[src/sv/lpsd_pkg.sv]
// types and constants shared by the section deframer modules
// no dependencies

package lpsd_pkg;

	localparam int unsigned BYTE_W = 8;
	localparam int unsigned KIND_W = 3;
	localparam int unsigned HIDX_W = 3;
	localparam int unsigned LEN_W  = 32;

	typedef enum logic [2:0] {
		PH_HEADER  = 3'b001,
		PH_PAYLOAD = 3'b010,
		PH_HALTED  = 3'b100
	} phase_t;

	typedef enum logic [KIND_W-1:0] {
		KIND_PAYLOAD    = 3'd0,
		KIND_EMPTY      = 3'd1,
		KIND_BAD_MARKER = 3'd2,
		KIND_TRUNCATED  = 3'd3,
		KIND_CLEAN_END  = 3'd4
	} kind_t;

	typedef struct packed {
		phase_t              phase;
		logic [HIDX_W-1:0]   hdr_idx;
		logic [LEN_W-1:0]    remaining;
	} state_t;

	typedef struct packed {
		logic                valid;
		logic [BYTE_W-1:0]   data;
		logic                last;
		kind_t               kind;
	} result_t;

endpackage

[src/sv/lpsd_in_if.sv]
// byte stream channel into the section deframer
// depends on lpsd_pkg for field widths

interface lpsd_in_if;
	logic                          valid;
	logic                          ready;
	logic [lpsd_pkg::BYTE_W-1:0]   data_byte;
	logic                          stream_end;

	modport source (output valid, data_byte, stream_end, input ready);
	modport sink   (input valid, data_byte, stream_end, output ready);
endinterface

[src/sv/lpsd_out_if.sv]
// result channel out of the section deframer
// depends on lpsd_pkg for field widths

interface lpsd_out_if;
	logic                          valid;
	logic                          ready;
	logic [lpsd_pkg::BYTE_W-1:0]   out_byte;
	logic                          out_last;
	logic [lpsd_pkg::KIND_W-1:0]   out_kind;

	modport source (output valid, out_byte, out_last, out_kind, input ready);
	modport sink   (input valid, out_byte, out_last, out_kind, output ready);
endinterface

[src/sv/length_prefixed_section_deframer_unit.sv]
// Section deframer for a byte stream with LENGTH_BYTES little-endian length bytes
// and a zero marker byte per section header. One stream byte (or end-of-stream item)
// is taken per transfer and gives at most one result. Each item passes through the
// input register and then the result register before its result is offered to the
// sink. The block takes one item every cycle, set by the single register for the
// length counter and phase, and stalls only while a result is held in the output
// register and the sink is not ready.
// A bad marker halts the block, dropping bytes until the next end-of-stream item.
// Depends on lpsd_pkg, lpsd_in_if, lpsd_out_if and lpsd_step.

module length_prefixed_section_deframer_unit #(
	parameter int unsigned LENGTH_BYTES = 4
) (
	input  logic          clk,
	input  logic          arst_n,
	lpsd_in_if.sink       feed,
	lpsd_out_if.source    result
);

	logic                          v_s1;
	logic [lpsd_pkg::BYTE_W-1:0]   byte_s1;
	logic                          end_s1;

	lpsd_pkg::state_t              state_q;
	lpsd_pkg::state_t              state_nxt;
	lpsd_pkg::result_t             step_res;

	logic                          res_v_q;
	logic [lpsd_pkg::BYTE_W-1:0]   res_byte_q;
	logic                          res_last_q;
	lpsd_pkg::kind_t               res_kind_q;

	logic                          adv;
	logic                          fire_s1;

	// stage 1 moves on when the result register is empty or being drained
	assign adv     = !res_v_q || result.ready;
	assign fire_s1 = v_s1 && adv;
	assign feed.ready = !v_s1 || adv;

	always_ff @(posedge clk or negedge arst_n) begin
		if (!arst_n) begin
			v_s1 <= 1'b0;
		end else if (feed.ready) begin
			v_s1 <= feed.valid;
		end
	end

	always_ff @(posedge clk) begin
		if (feed.valid && feed.ready) begin
			byte_s1 <= feed.data_byte;
			end_s1  <= feed.stream_end;
		end
	end

	lpsd_step #(
		.LENGTH_BYTES (LENGTH_BYTES)
	) u_step (
		.cur        (state_q),
		.data_byte  (byte_s1),
		.stream_end (end_s1),
		.nxt        (state_nxt),
		.res        (step_res)
	);

	always_ff @(posedge clk or negedge arst_n) begin
		if (!arst_n) begin
			state_q.phase     <= lpsd_pkg::PH_HEADER;
			state_q.hdr_idx   <= '0;
			state_q.remaining <= '0;
		end else if (fire_s1) begin
			state_q <= state_nxt;
		end
	end

	always_ff @(posedge clk or negedge arst_n) begin
		if (!arst_n) begin
			res_v_q <= 1'b0;
		end else if (adv) begin
			res_v_q <= v_s1 && step_res.valid;
		end
	end

	always_ff @(posedge clk) begin
		if (fire_s1 && step_res.valid) begin
			res_byte_q <= step_res.data;
			res_last_q <= step_res.last;
			res_kind_q <= step_res.kind;
		end
	end

	assign result.valid    = res_v_q;
	assign result.out_byte = res_byte_q;
	assign result.out_last = res_last_q;
	assign result.out_kind = res_kind_q;

	// payload phase always has bytes still due
	a_payload_nonzero: assert property (@(posedge clk) disable iff (!arst_n)
		state_q.phase == lpsd_pkg::PH_PAYLOAD |-> state_q.remaining != '0)
		else $error("payload phase with zero bytes remaining");

	a_hdr_idx_range: assert property (@(posedge clk) disable iff (!arst_n)
		state_q.hdr_idx <= lpsd_pkg::HIDX_W'(LENGTH_BYTES))
		else $error("header index past header length");

	a_end_clears: assert property (@(posedge clk) disable iff (!arst_n)
		fire_s1 && end_s1 |=> state_q.phase == lpsd_pkg::PH_HEADER
			&& state_q.hdr_idx == '0 && state_q.remaining == '0)
		else $error("end of stream did not clear header state");

	a_bad_marker_halts: assert property (@(posedge clk) disable iff (!arst_n)
		fire_s1 && step_res.valid && step_res.kind == lpsd_pkg::KIND_BAD_MARKER
			|=> state_q.phase == lpsd_pkg::PH_HALTED && res_v_q)
		else $error("bad marker did not halt with a result");

	a_halted_silent: assert property (@(posedge clk) disable iff (!arst_n)
		fire_s1 && state_q.phase == lpsd_pkg::PH_HALTED |-> !step_res.valid)
		else $error("result produced while halted");

endmodule

[src/sv/lpsd_step.sv]
// per-byte framing logic: next state and optional result for one stream item
// depends on lpsd_pkg

module lpsd_step #(
	parameter int unsigned LENGTH_BYTES = 4
) (
	input  lpsd_pkg::state_t              cur,
	input  logic [lpsd_pkg::BYTE_W-1:0]   data_byte,
	input  logic                          stream_end,
	output lpsd_pkg::state_t              nxt,
	output lpsd_pkg::result_t             res
);

	localparam logic [lpsd_pkg::HIDX_W-1:0] HdrLen = lpsd_pkg::HIDX_W'(LENGTH_BYTES);

	logic [lpsd_pkg::LEN_W-1:0] dec;
	logic [1:0]                 lane;

	assign dec  = cur.remaining - lpsd_pkg::LEN_W'(1);
	assign lane = cur.hdr_idx[1:0];

	always_comb begin
		nxt       = cur;
		res.valid = 1'b0;
		res.data  = '0;
		res.last  = 1'b0;
		res.kind  = lpsd_pkg::KIND_PAYLOAD;
		if (stream_end) begin
			nxt.phase     = lpsd_pkg::PH_HEADER;
			nxt.hdr_idx   = '0;
			nxt.remaining = '0;
			priority if (cur.phase == lpsd_pkg::PH_HALTED) begin
				res.valid = 1'b0;
			end else if (cur.phase == lpsd_pkg::PH_PAYLOAD) begin
				res.valid = 1'b1;
				res.kind  = lpsd_pkg::KIND_TRUNCATED;
			end else begin
				res.valid = 1'b1;
				res.kind  = lpsd_pkg::KIND_CLEAN_END;
			end
		end else begin
			priority if (cur.phase == lpsd_pkg::PH_HALTED) begin
				res.valid = 1'b0;
			end else if (cur.phase == lpsd_pkg::PH_PAYLOAD) begin
				nxt.remaining = dec;
				res.valid     = 1'b1;
				res.data      = data_byte;
				if (dec == '0) begin
					nxt.phase   = lpsd_pkg::PH_HEADER;
					nxt.hdr_idx = '0;
					res.last    = 1'b1;
				end
			end else begin
				// header phase, also covers any unused phase code
				nxt.phase = lpsd_pkg::PH_HEADER;
				if (cur.hdr_idx < HdrLen) begin
					// length bytes arrive least significant first
					nxt.remaining[lane*8 +: 8] = cur.remaining[lane*8 +: 8] | data_byte;
					nxt.hdr_idx = cur.hdr_idx + lpsd_pkg::HIDX_W'(1);
				end else if (data_byte != '0) begin
					nxt.phase     = lpsd_pkg::PH_HALTED;
					nxt.hdr_idx   = '0;
					nxt.remaining = '0;
					res.valid     = 1'b1;
					res.kind      = lpsd_pkg::KIND_BAD_MARKER;
				end else begin
					nxt.hdr_idx = '0;
					if (cur.remaining == '0) begin
						res.valid = 1'b1;
						res.last  = 1'b1;
						res.kind  = lpsd_pkg::KIND_EMPTY;
					end else begin
						nxt.phase = lpsd_pkg::PH_PAYLOAD;
					end
				end
			end
		end
	end

endmodule
[src/flat_wrapper.sv]
// flat-port wrapper written by rule: the top's interface ports become plain ports
module length_prefixed_section_deframer_unit_flat 
#(
	parameter int unsigned LENGTH_BYTES = 4
)
  (clk, arst_n, feed_valid, feed_data_byte, feed_stream_end, feed_ready, result_valid, result_out_byte, result_out_last, result_out_kind, result_ready);
  lpsd_in_if feed_i ();
  lpsd_out_if result_i ();
  input  logic clk;
  input  logic arst_n;
  input wire logic [$bits(feed_i.valid)-1:0] feed_valid;
  input wire logic [$bits(feed_i.data_byte)-1:0] feed_data_byte;
  input wire logic [$bits(feed_i.stream_end)-1:0] feed_stream_end;
  output wire logic [$bits(feed_i.ready)-1:0] feed_ready;
  output wire logic [$bits(result_i.valid)-1:0] result_valid;
  output wire logic [$bits(result_i.out_byte)-1:0] result_out_byte;
  output wire logic [$bits(result_i.out_last)-1:0] result_out_last;
  output wire logic [$bits(result_i.out_kind)-1:0] result_out_kind;
  input wire logic [$bits(result_i.ready)-1:0] result_ready;
  assign feed_i.valid = feed_valid;
  assign feed_i.data_byte = feed_data_byte;
  assign feed_i.stream_end = feed_stream_end;
  assign feed_ready = feed_i.ready;
  assign result_valid = result_i.valid;
  assign result_out_byte = result_i.out_byte;
  assign result_out_last = result_i.out_last;
  assign result_out_kind = result_i.out_kind;
  assign result_i.ready = result_ready;
  length_prefixed_section_deframer_unit #(.LENGTH_BYTES(LENGTH_BYTES)) u_core (.clk(clk), .arst_n(arst_n), .feed(feed_i), .result(result_i));
endmodule
[config.mk]
export PLATFORM = sky130hd
export DESIGN_NAME = length_prefixed_section_deframer_unit_flat
export DESIGN_NICKNAME = d
export VERILOG_FILES = /design/src/sv/lpsd_pkg.sv /design/src/sv/lpsd_in_if.sv /design/src/sv/lpsd_out_if.sv /design/src/sv/length_prefixed_section_deframer_unit.sv /design/src/sv/lpsd_step.sv /design/src/flat_wrapper.sv
export SDC_FILE = /design/constraint.sdc
export NUM_CORES = 1
export LEC_CHECK = 0
export BUFFER_PORTS_ARGS = -buffer_cell sky130_fd_sc_hd__buf_2
export CORE_MARGIN = 3
export CORE_UTILIZATION = 40
export DETAILED_ROUTE_END_ITERATION = 6
export GPL_TIMING_DRIVEN = 0
export PLACE_DENSITY_LB_ADDON = 0.05
export REMOVE_ABC_BUFFERS = 1
export SLEW_MARGIN = 5
export SYNTH_ARGS = -nofsm -noshare
export SYNTH_HDL_FRONTEND = slang
export SYNTH_HIERARCHICAL = 1
export SYNTH_SLANG_ARGS = --single-unit
[constraint.sdc]
create_clock -name clk -period 3.5 [get_ports clk]
set_input_delay 0.35 -clock clk [delete_from_list [all_inputs] [get_ports clk]]
set_output_delay 0.35 -clock clk [all_outputs]
set_load 0.02 [all_outputs]
==> results of run 1 <==
## report_power, final
group	internal (W)	switching, W
clock network	0.000474	0.000331
logic	0.000721	0.00105
registers	0.000804	0.000175
## repair_timing
action / CTS / global route
setup buffers: 2 / 0
pin swaps: 2 / 0
setup endpoints to repair: 18 / 17
gates resized for setup: 5 / 6
## worst paths after layout
kind / endpoint / slack [ps]
worst min register to register: u_core/result.valid / 550
worst min-delay path: u_core/result.valid / 160
min in group clk: u_core/byte_s1[1] / 180
max in group asynchronous: u_core/state_q[0] / 2660
worst max register to register: u_core/state_q[36] / 130
worst max-delay path: u_core/state_q[36] / 130
## state kept, by name (all words and copies together) (netlist names)
register	cells
u_core/state_q	38
u_core/end_s1	1
u_core/v_s1	1
u_core/result.out_kind	3
u_core/result.valid	1
u_core/result.out_byte	8
u_core/result.out_last	1
u_core/byte_s1	8
## metrics by stage
step | setup WS, ps | setup TNS (ps) | total power [W] | instance area (um2)
after floorplan | 406 | 0 | 0.00221 | 4720
after global routing | 9.30 | 0 | 0.00378 | 5440
final | 131 | 0 | 0.00355 | 5440
after global placement | -1100 | -29180 | 0.00263 | 5060
after CTS | 51.5 | 0 | 0.00352 | 5410
after detailed placement | -494 | -6720 | 0.00265 | 5110
## cells in the mapped netlist (5+ instances only)
cell type,number,share of area [%]
sky130_fd_sc_hd__nor4_1,12,1.5
sky130_fd_sc_hd__ha_1,7,1.7
sky130_fd_sc_hd__clkbuf_1,20,1.5
sky130_fd_sc_hd__a221oi_1,5,0.87
sky130_fd_sc_hd__mux2_2,18,4.0
sky130_fd_sc_hd__a211oi_1,8,1.2
sky130_fd_sc_hd__xnor2_1,5,0.87
sky130_fd_sc_hd__a21oi_1,47,4.7
sky130_fd_sc_hd__dfrtp_1,39,19
sky130_fd_sc_hd__nand4_1,7,0.87
sky130_fd_sc_hd__mux4_2,6,2.7
sky130_fd_sc_hd__mux2_4,20,6.0
sky130_fd_sc_hd__edfxtp_1,21,13
sky130_fd_sc_hd__or3_1,6,0.75
sky130_fd_sc_hd__inv_1,10,0.75
sky130_fd_sc_hd__nor3_1,37,3.7
sky130_fd_sc_hd__nor2_1,68,5.1
sky130_fd_sc_hd__clkbuf_8,5,1.4
sky130_fd_sc_hd__o22ai_1,7,0.87
sky130_fd_sc_hd__o21ai_0,45,4.5
sky130_fd_sc_hd__nor3b_1,6,0.90
sky130_fd_sc_hd__nand3_1,14,1.4
sky130_fd_sc_hd__and3_1,13,1.6
sky130_fd_sc_hd__a31oi_1,5,0.62
sky130_fd_sc_hd__nand2_1,46,3.4
sky130_fd_sc_hd__buf_6,5,1.1
sky130_fd_sc_hd__a22oi_1,8,1.2
## routing by layer
metal,track usage (%),part of all wire [%],up-vias
met4,7.62,2.4,0
met1,31.4,46,2201
met5,0,0,-
met3,6.44,6.1,28
li1,-,-,2124
met2,34.3,45,130
## logic make-up after synthesis
logic type	share of synthesized area [%]
buf+inv	6.42
simple gates	26.5
flops	32.6
xor+xnor	1.05
fa+ha+maj	1.75
compound gates	17.8
mux	13.8
## final cells by class
| class | count | share of cell area (%) |
|---|---|---|
| Sequential cell | 61 | 30.0 |
| Clock buffer | 11 | 4.28 |
| Timing Repair Buffer | 31 | 3.45 |
| Multi-Input combinational cell | 453 | 57.1 |
| Clock inverter | 5 | 0.529 |
| Tap cell | 168 | 3.86 |
| Inverter | 10 | 0.690 |
==> summary.md, run 1 <==
| Metric | Value |
|---|---|
| HPWL reported at the end of detailed placement | `approximately 11000 um` |
| Largest fanout of any net on the critical path | `13` |
| Initial antenna violation count | `0` |
| Distinct cell type count after synthesis | `71` |
| Final Wtd Congestion | `0.917` |
| Register-to-Register Path Depth | `10` |
| Maximum clock path buffer count | `2` |
| Total gr overflow | `0` |
| Total of max-cap violations | `0` |
| CP most frequent cell | `sky130_fd_sc_hd__or4_4` |
| Most common cell after layout, fill and taps aside | `sky130_fd_sc_hd__nor2_1` |
| Maximum vdd ir drop | `just over 0.3 mV` |
| Share of layout cells above drive strength 1 | `about 22%` |
| Clock sink total | `61` |
| Worst-path clk slew | `50 ps` |
| Critical path class | `flip-flop to flip-flop` |
| Slew at the pin closest to its max-slew limit | `roughly 1200 ps` |
| Critical path depth in cells | `10` |
| Average detailed-routed wire length per instance | `between 20 and 25 um` |
| Setup repair after global routing missed its margin | `false` |
| Synthesis-stage register bit count | `61` |
| Synthesized cell area | `between 5000 and 6000 um2` |
| Cell at the root of the clock tree | `sky130_fd_sc_hd__clkbuf_16` |
| # rows | `40` |
| First-pass GRT wire length | `24800 um` |
| Placeable Area | `between 10000 and 15000 um2` |
| Vias post-DR | `about 4.5k` |
| Sequence of cells on the critical path | `or4_4 > or4_4 > nor3_1 > a32o_2 > o211ai_2 > nor4_4 > buf_4 > nor3_2 > a41o_1 > mux2_2` |
| Worst Clk Skew | `between 6 and 7 ps` |
| Count of flip-flops with a built-in enable after synthesis | `21` |
| CTS Hold Buffers Added | `0` |
| P&R area growth vs syn | `8.62%` |
| CP max stage delay | `between 600 and 700 ps` |
| Placed Instances | `just over 700` |
| Final-stage net count | `586` |
| Rel. slew slack | `20.7%` |
| Shortest period the worst path allows | `3370 ps` |
| Die footprint | `13900 um2` |
| Sequential share of the synthesized area | `between 30% and 40%` |
| Overall die height | `118 um` |
| Area of the multi-input gates | `3110 um2` |
| Total Routing Usage GR | `between 20 and 25%` |
| Setup-violating endpoint count in the final report | `0` |
| Final hold viol count | `0` |
| Count of warnings emitted by yosys | `6` |
| Clock tree from TritonCTS | `done` |
| Number of cells in the finished layout apart from fillers | `approximately 740` |
| Highest-delay cell along the critical path | `sky130_fd_sc_hd__or4_4` |
| Count of antenna diodes in the layout | `0` |
| Top cell family by delay on the critical path | `simple AND/OR/NAND/NOR gates` |
| Number of filler cells placed in the layout | `1243` |
| Worst Hold Margin | `approximately 160 ps` |
| Maximum number of pins on one net before global-route repair | `43` |
| Power per Cell Area | `~650 nW/um2` |
| Share of synthesized registers carrying an async set or reset | `between 60% and 70%` |
| I/O pin cnt | `27` |
| Initial Utilization | `41.3%` |
| Pleak | `between 2 and 2.5 nW` |
| DIE WIDTH | `118 um` |
| Total length of routed wires | `15400 um` |
| Detail Route Antenna Nets | `0` |
| WP data required | `about 3700 ps` |
| Later-pin clock latency in the skew report | `about 340 ps` |
| Crit path arrival time | `between 3000 and 4000 ps` |
| Utilization of the core after routing | `about 45%` |
| Most common flop cell mapped by yosys | `sky130_fd_sc_hd__dfrtp_1` |
| Mean number of vias per cell | `~6.1` |
| Post-detailed-route DRC marker count | `0` |
| Peak clock frequency supported by timing | `approximately 0.3 GHz` |
| Combined buffer and inverter count along the critical path | `1` |
| Launching instance or port of the critical path | `u_core/state_q[9]` |
| Result of the run | `finished clean` |
| Num CTS Buffers | `9` |
| Vias in the first global route | `approximately 4.3k` |
| Post-synthesis cell count | `approximately 570` |
| Average instance area after synthesis | `about 8.8 um2` |
| Slew Limit Fails | `0` |
| Fin crit share | `roughly 96%` |
| Commonest cells after routing, fill and taps aside | `67 x sky130_fd_sc_hd__nor2_1, 47 x sky130_fd_sc_hd__a21oi_1, 45 x sky130_fd_sc_hd__nand2_1, 45 x sky130_fd_sc_hd__o21ai_0, 38 x sky130_fd_sc_hd__dfrtp_1` |
| Startpoint Class | `flip-flop` |
| Total number of H-tree levels | `3` |
| Sequential standard cell area | `around 1600 um2` |
| Hold/Removal Path Class | `primary input to async pin` |
| Violation count after the first detailed-routing iteration | `between 300 and 400` |
| DRT Pass-1 Iters | `5` |
| Count of input and output buffers | `26` |
| R2r startpoint | `u_core/state_q[9]` |
| Crit path capture type | `flip-flop` |
(Power assumes the default switching activity.)
==> inputs of run 2 (changes only) <==
==> constraint.sdc (replaced) <==
create_clock -name clk -period 3.5 [get_ports clk]
set_input_delay 0.175 -clock clk [delete_from_list [all_inputs] [get_ports clk]]
set_output_delay 0.175 -clock clk [all_outputs]
set_load 0.02 [all_outputs]
==> summary.md, run 2 (same netlist as run 1, synthesis figures left out) <==
| Metric | Value |
|---|---|
| Result of the run | `finished clean` |
| Worst-path clk slew | `roughly 50 ps` |
| Pleak | `roughly 2.3 nW` |
| Final-stage net count | `593` |
| Placeable Area | `about 12000 um2` |
| DRT Pass-1 Iters | `5` |
| Num CTS Buffers | `9` |
| Utilization of the core after routing | `45.5%` |
| Mean number of vias per cell | `between 6 and 7` |
| Later-pin clock latency in the skew report | `340 ps` |
| Routing usage on met1 | `approximately a third` |
| Number of flip-flops under the largest register name | `38` |
| Initial Utilization | `roughly 41%` |
| Vias in the first global route | `between 4k and 5k` |
| Maximum vdd ir drop | `roughly 0.31 mV` |
| Commonest cells after routing, fill and taps aside | `67 x sky130_fd_sc_hd__nor2_1, 47 x sky130_fd_sc_hd__a21oi_1, 45 x sky130_fd_sc_hd__nand2_1, 45 x sky130_fd_sc_hd__o21ai_0, 38 x sky130_fd_sc_hd__dfrtp_1` |
| Fin crit share | `96.0%` |
| Critical path class | `flip-flop to flip-flop` |
| Most common cell after layout, fill and taps aside | `sky130_fd_sc_hd__nor2_1` |
| Worst-case setup slack after placement | `-494 ps` |
| HPWL reported at the end of detailed placement | `10800 um` |
| Total length of routed wires | `15600 um` |
| Register name with the most flops | `u_core/state_q` |
| Hold/Removal Path Class | `primary input to async pin` |
| M3 GR Usage | `6.44%` |
| Worst Clk Skew | `roughly 7.2 ps` |
| Final hold viol count | `0` |
| Setup-violating endpoint count in the final report | `0` |
| Maximum clock path buffer count | `2` |
| Share of layout cells above drive strength 1 | `between 20% and 30%` |
| Power per Cell Area | `between 600 and 700 nW/um2` |
| P&R area growth vs syn | `10.0%` |
| Count of antenna diodes in the layout | `0` |
| Setup TNS | `0 ps` |
| Clock tree from TritonCTS | `done` |
| Crit path arrival time | `roughly 3600 ps` |
| Post-route cell area | `about 5500 um2` |
| First-pass GRT wire length | `about 25000 um` |
| Cell area after placement | `slightly above 5000 um2` |
| Violation count after the first detailed-routing iteration | `334` |
| # rows | `40` |
| Initial antenna violation count | `0` |
| Cell at the root of the clock tree | `sky130_fd_sc_hd__clkbuf_16` |
| Final Wtd Congestion | `between 0.9 and 1` |
| I/O pin cnt | `27` |
| DIE WIDTH | `between 100 and 150 um` |
| Largest fanout of any net on the critical path | `13` |
| Number of filler cells placed in the layout | `between 1k and 1.5k` |
| Count of input and output buffers | `26` |
| Post-detailed-route DRC marker count | `0` |
| Worst setup slack after layout | `138 ps` |
| Vias post-DR | `between 4k and 5k` |
| Slew at the pin closest to its max-slew limit | `between 1000 and 1500 ps` |
| Crit path capture type | `flip-flop` |
| Maximum number of pins on one net before global-route repair | `43` |
| Startpoint Class | `flip-flop` |
| Detail Route Antenna Nets | `0` |
| Met2 track demand over resource in global routing | `between 30% and 40%` |
| WP data required | `~3700 ps` |
| Average detailed-routed wire length per instance | `about 21 um` |
| Rel. slew slack | `20.5%` |
| Total gr overflow | `0` |
| Highest-utilization routing layer at the global route stage | `met2` |
| Total of max-cap violations | `0` |
| Overall die height | `between 100 and 150 um` |
| Clock sink total | `61` |
| Peak clock frequency supported by timing | `0.297 GHz` |
| Shortest period the worst path allows | `between 3000 and 4000 ps` |
| Setup slack of the worst register-to-register path | `roughly 140 ps` |
| Total number of H-tree levels | `3` |
| Setup repair after global routing missed its margin | `false` |
| Slew Limit Fails | `0` |
| Total Routing Usage GR | `roughly 23%` |
| Die footprint | `~14000 um2` |
==> run 2: cell count changes in the layout (fill, tap and decap cells not counted) <==
cell	before	now
sky130_fd_sc_hd__dlygate4sd3_1	0	7
==> run 2: repair_timing <==
item / 4_1_cts / 5_1_grt
pin swaps: 2 / 0
gates resized for setup: 5 / 6
endpoints found under the hold margin: 7 / 0
setup buffers: 2 / 0
endpoints found under the setup margin: 18 / 17
hold buffers: 7 / 0
==> run 2: layer usage <==
| layer | vias to the layer above | wire (um) |
|---|---|---|
| met5 | - | 0 |
| met4 | 0 | 345 |
| met3 | 27 | 943 |
| met2 | 142 | 6960 |
| met1 | 2217 | 7350 |
| li1 | 2139 | - |
==> run 2: through the flow <==
step           cells  hold slack (ps)  power (W)
4_1_cts          746             2.53    0.00352
3_5_place_dp     721              354    0.00265
2_1_floorplan    524             -121    0.00221
5_1_grt          746            0.649    0.00379
3_3_place_gp     718              352    0.00263
6_report         746            0.853    0.00356
==> run 2: layout make-up <==
class	instances	area (um2)	share of cell area, %
timing repair buffer	38	258	4.68
multi-input combinational	453	3110	56.4
clock inverter	5	28.8	0.522
tap	168	210	3.82
inverter	10	37.5	0.681
sequential	61	1630	29.7
clock buffer	11	233	4.22
==> run 2: power breakdown <==
group	internal (W)	switching [W]	total (W)
clock network	0.000474	0.000331	0.000805
registers	0.000804	0.000174	0.000978
logic	0.000727	0.00105	0.00178
==> run 2: path summary, 6_finish.rpt <==
path,start,end,cells after the start
setup / recovery,u_core/state_q[9],u_core/state_q[36],10
hold / removal,arst_n,u_core/result.valid,1
setup reg to reg,u_core/state_q[9],u_core/state_q[36],10
hold reg to reg,u_core/result.valid,u_core/result.valid,2
max in group asynchronous,arst_n,u_core/state_q[0],1
min in group clk,feed_data_byte[0],u_core/byte_s1[0],1
==> run 2: worst max-delay path, cell delays in order, from the launching register on <==
cell and delay (ps):
sky130_fd_sc_hd__dfrtp_1 530, sky130_fd_sc_hd__or4_4 660, sky130_fd_sc_hd__or4_4 600, sky130_fd_sc_hd__nor3_1 180, sky130_fd_sc_hd__a32o_2 170, sky130_fd_sc_hd__o211ai_2 100, sky130_fd_sc_hd__nor4_4 260, sky130_fd_sc_hd__buf_4 190
sky130_fd_sc_hd__nor3_2 50, sky130_fd_sc_hd__a41o_1 240, sky130_fd_sc_hd__mux2_2 250
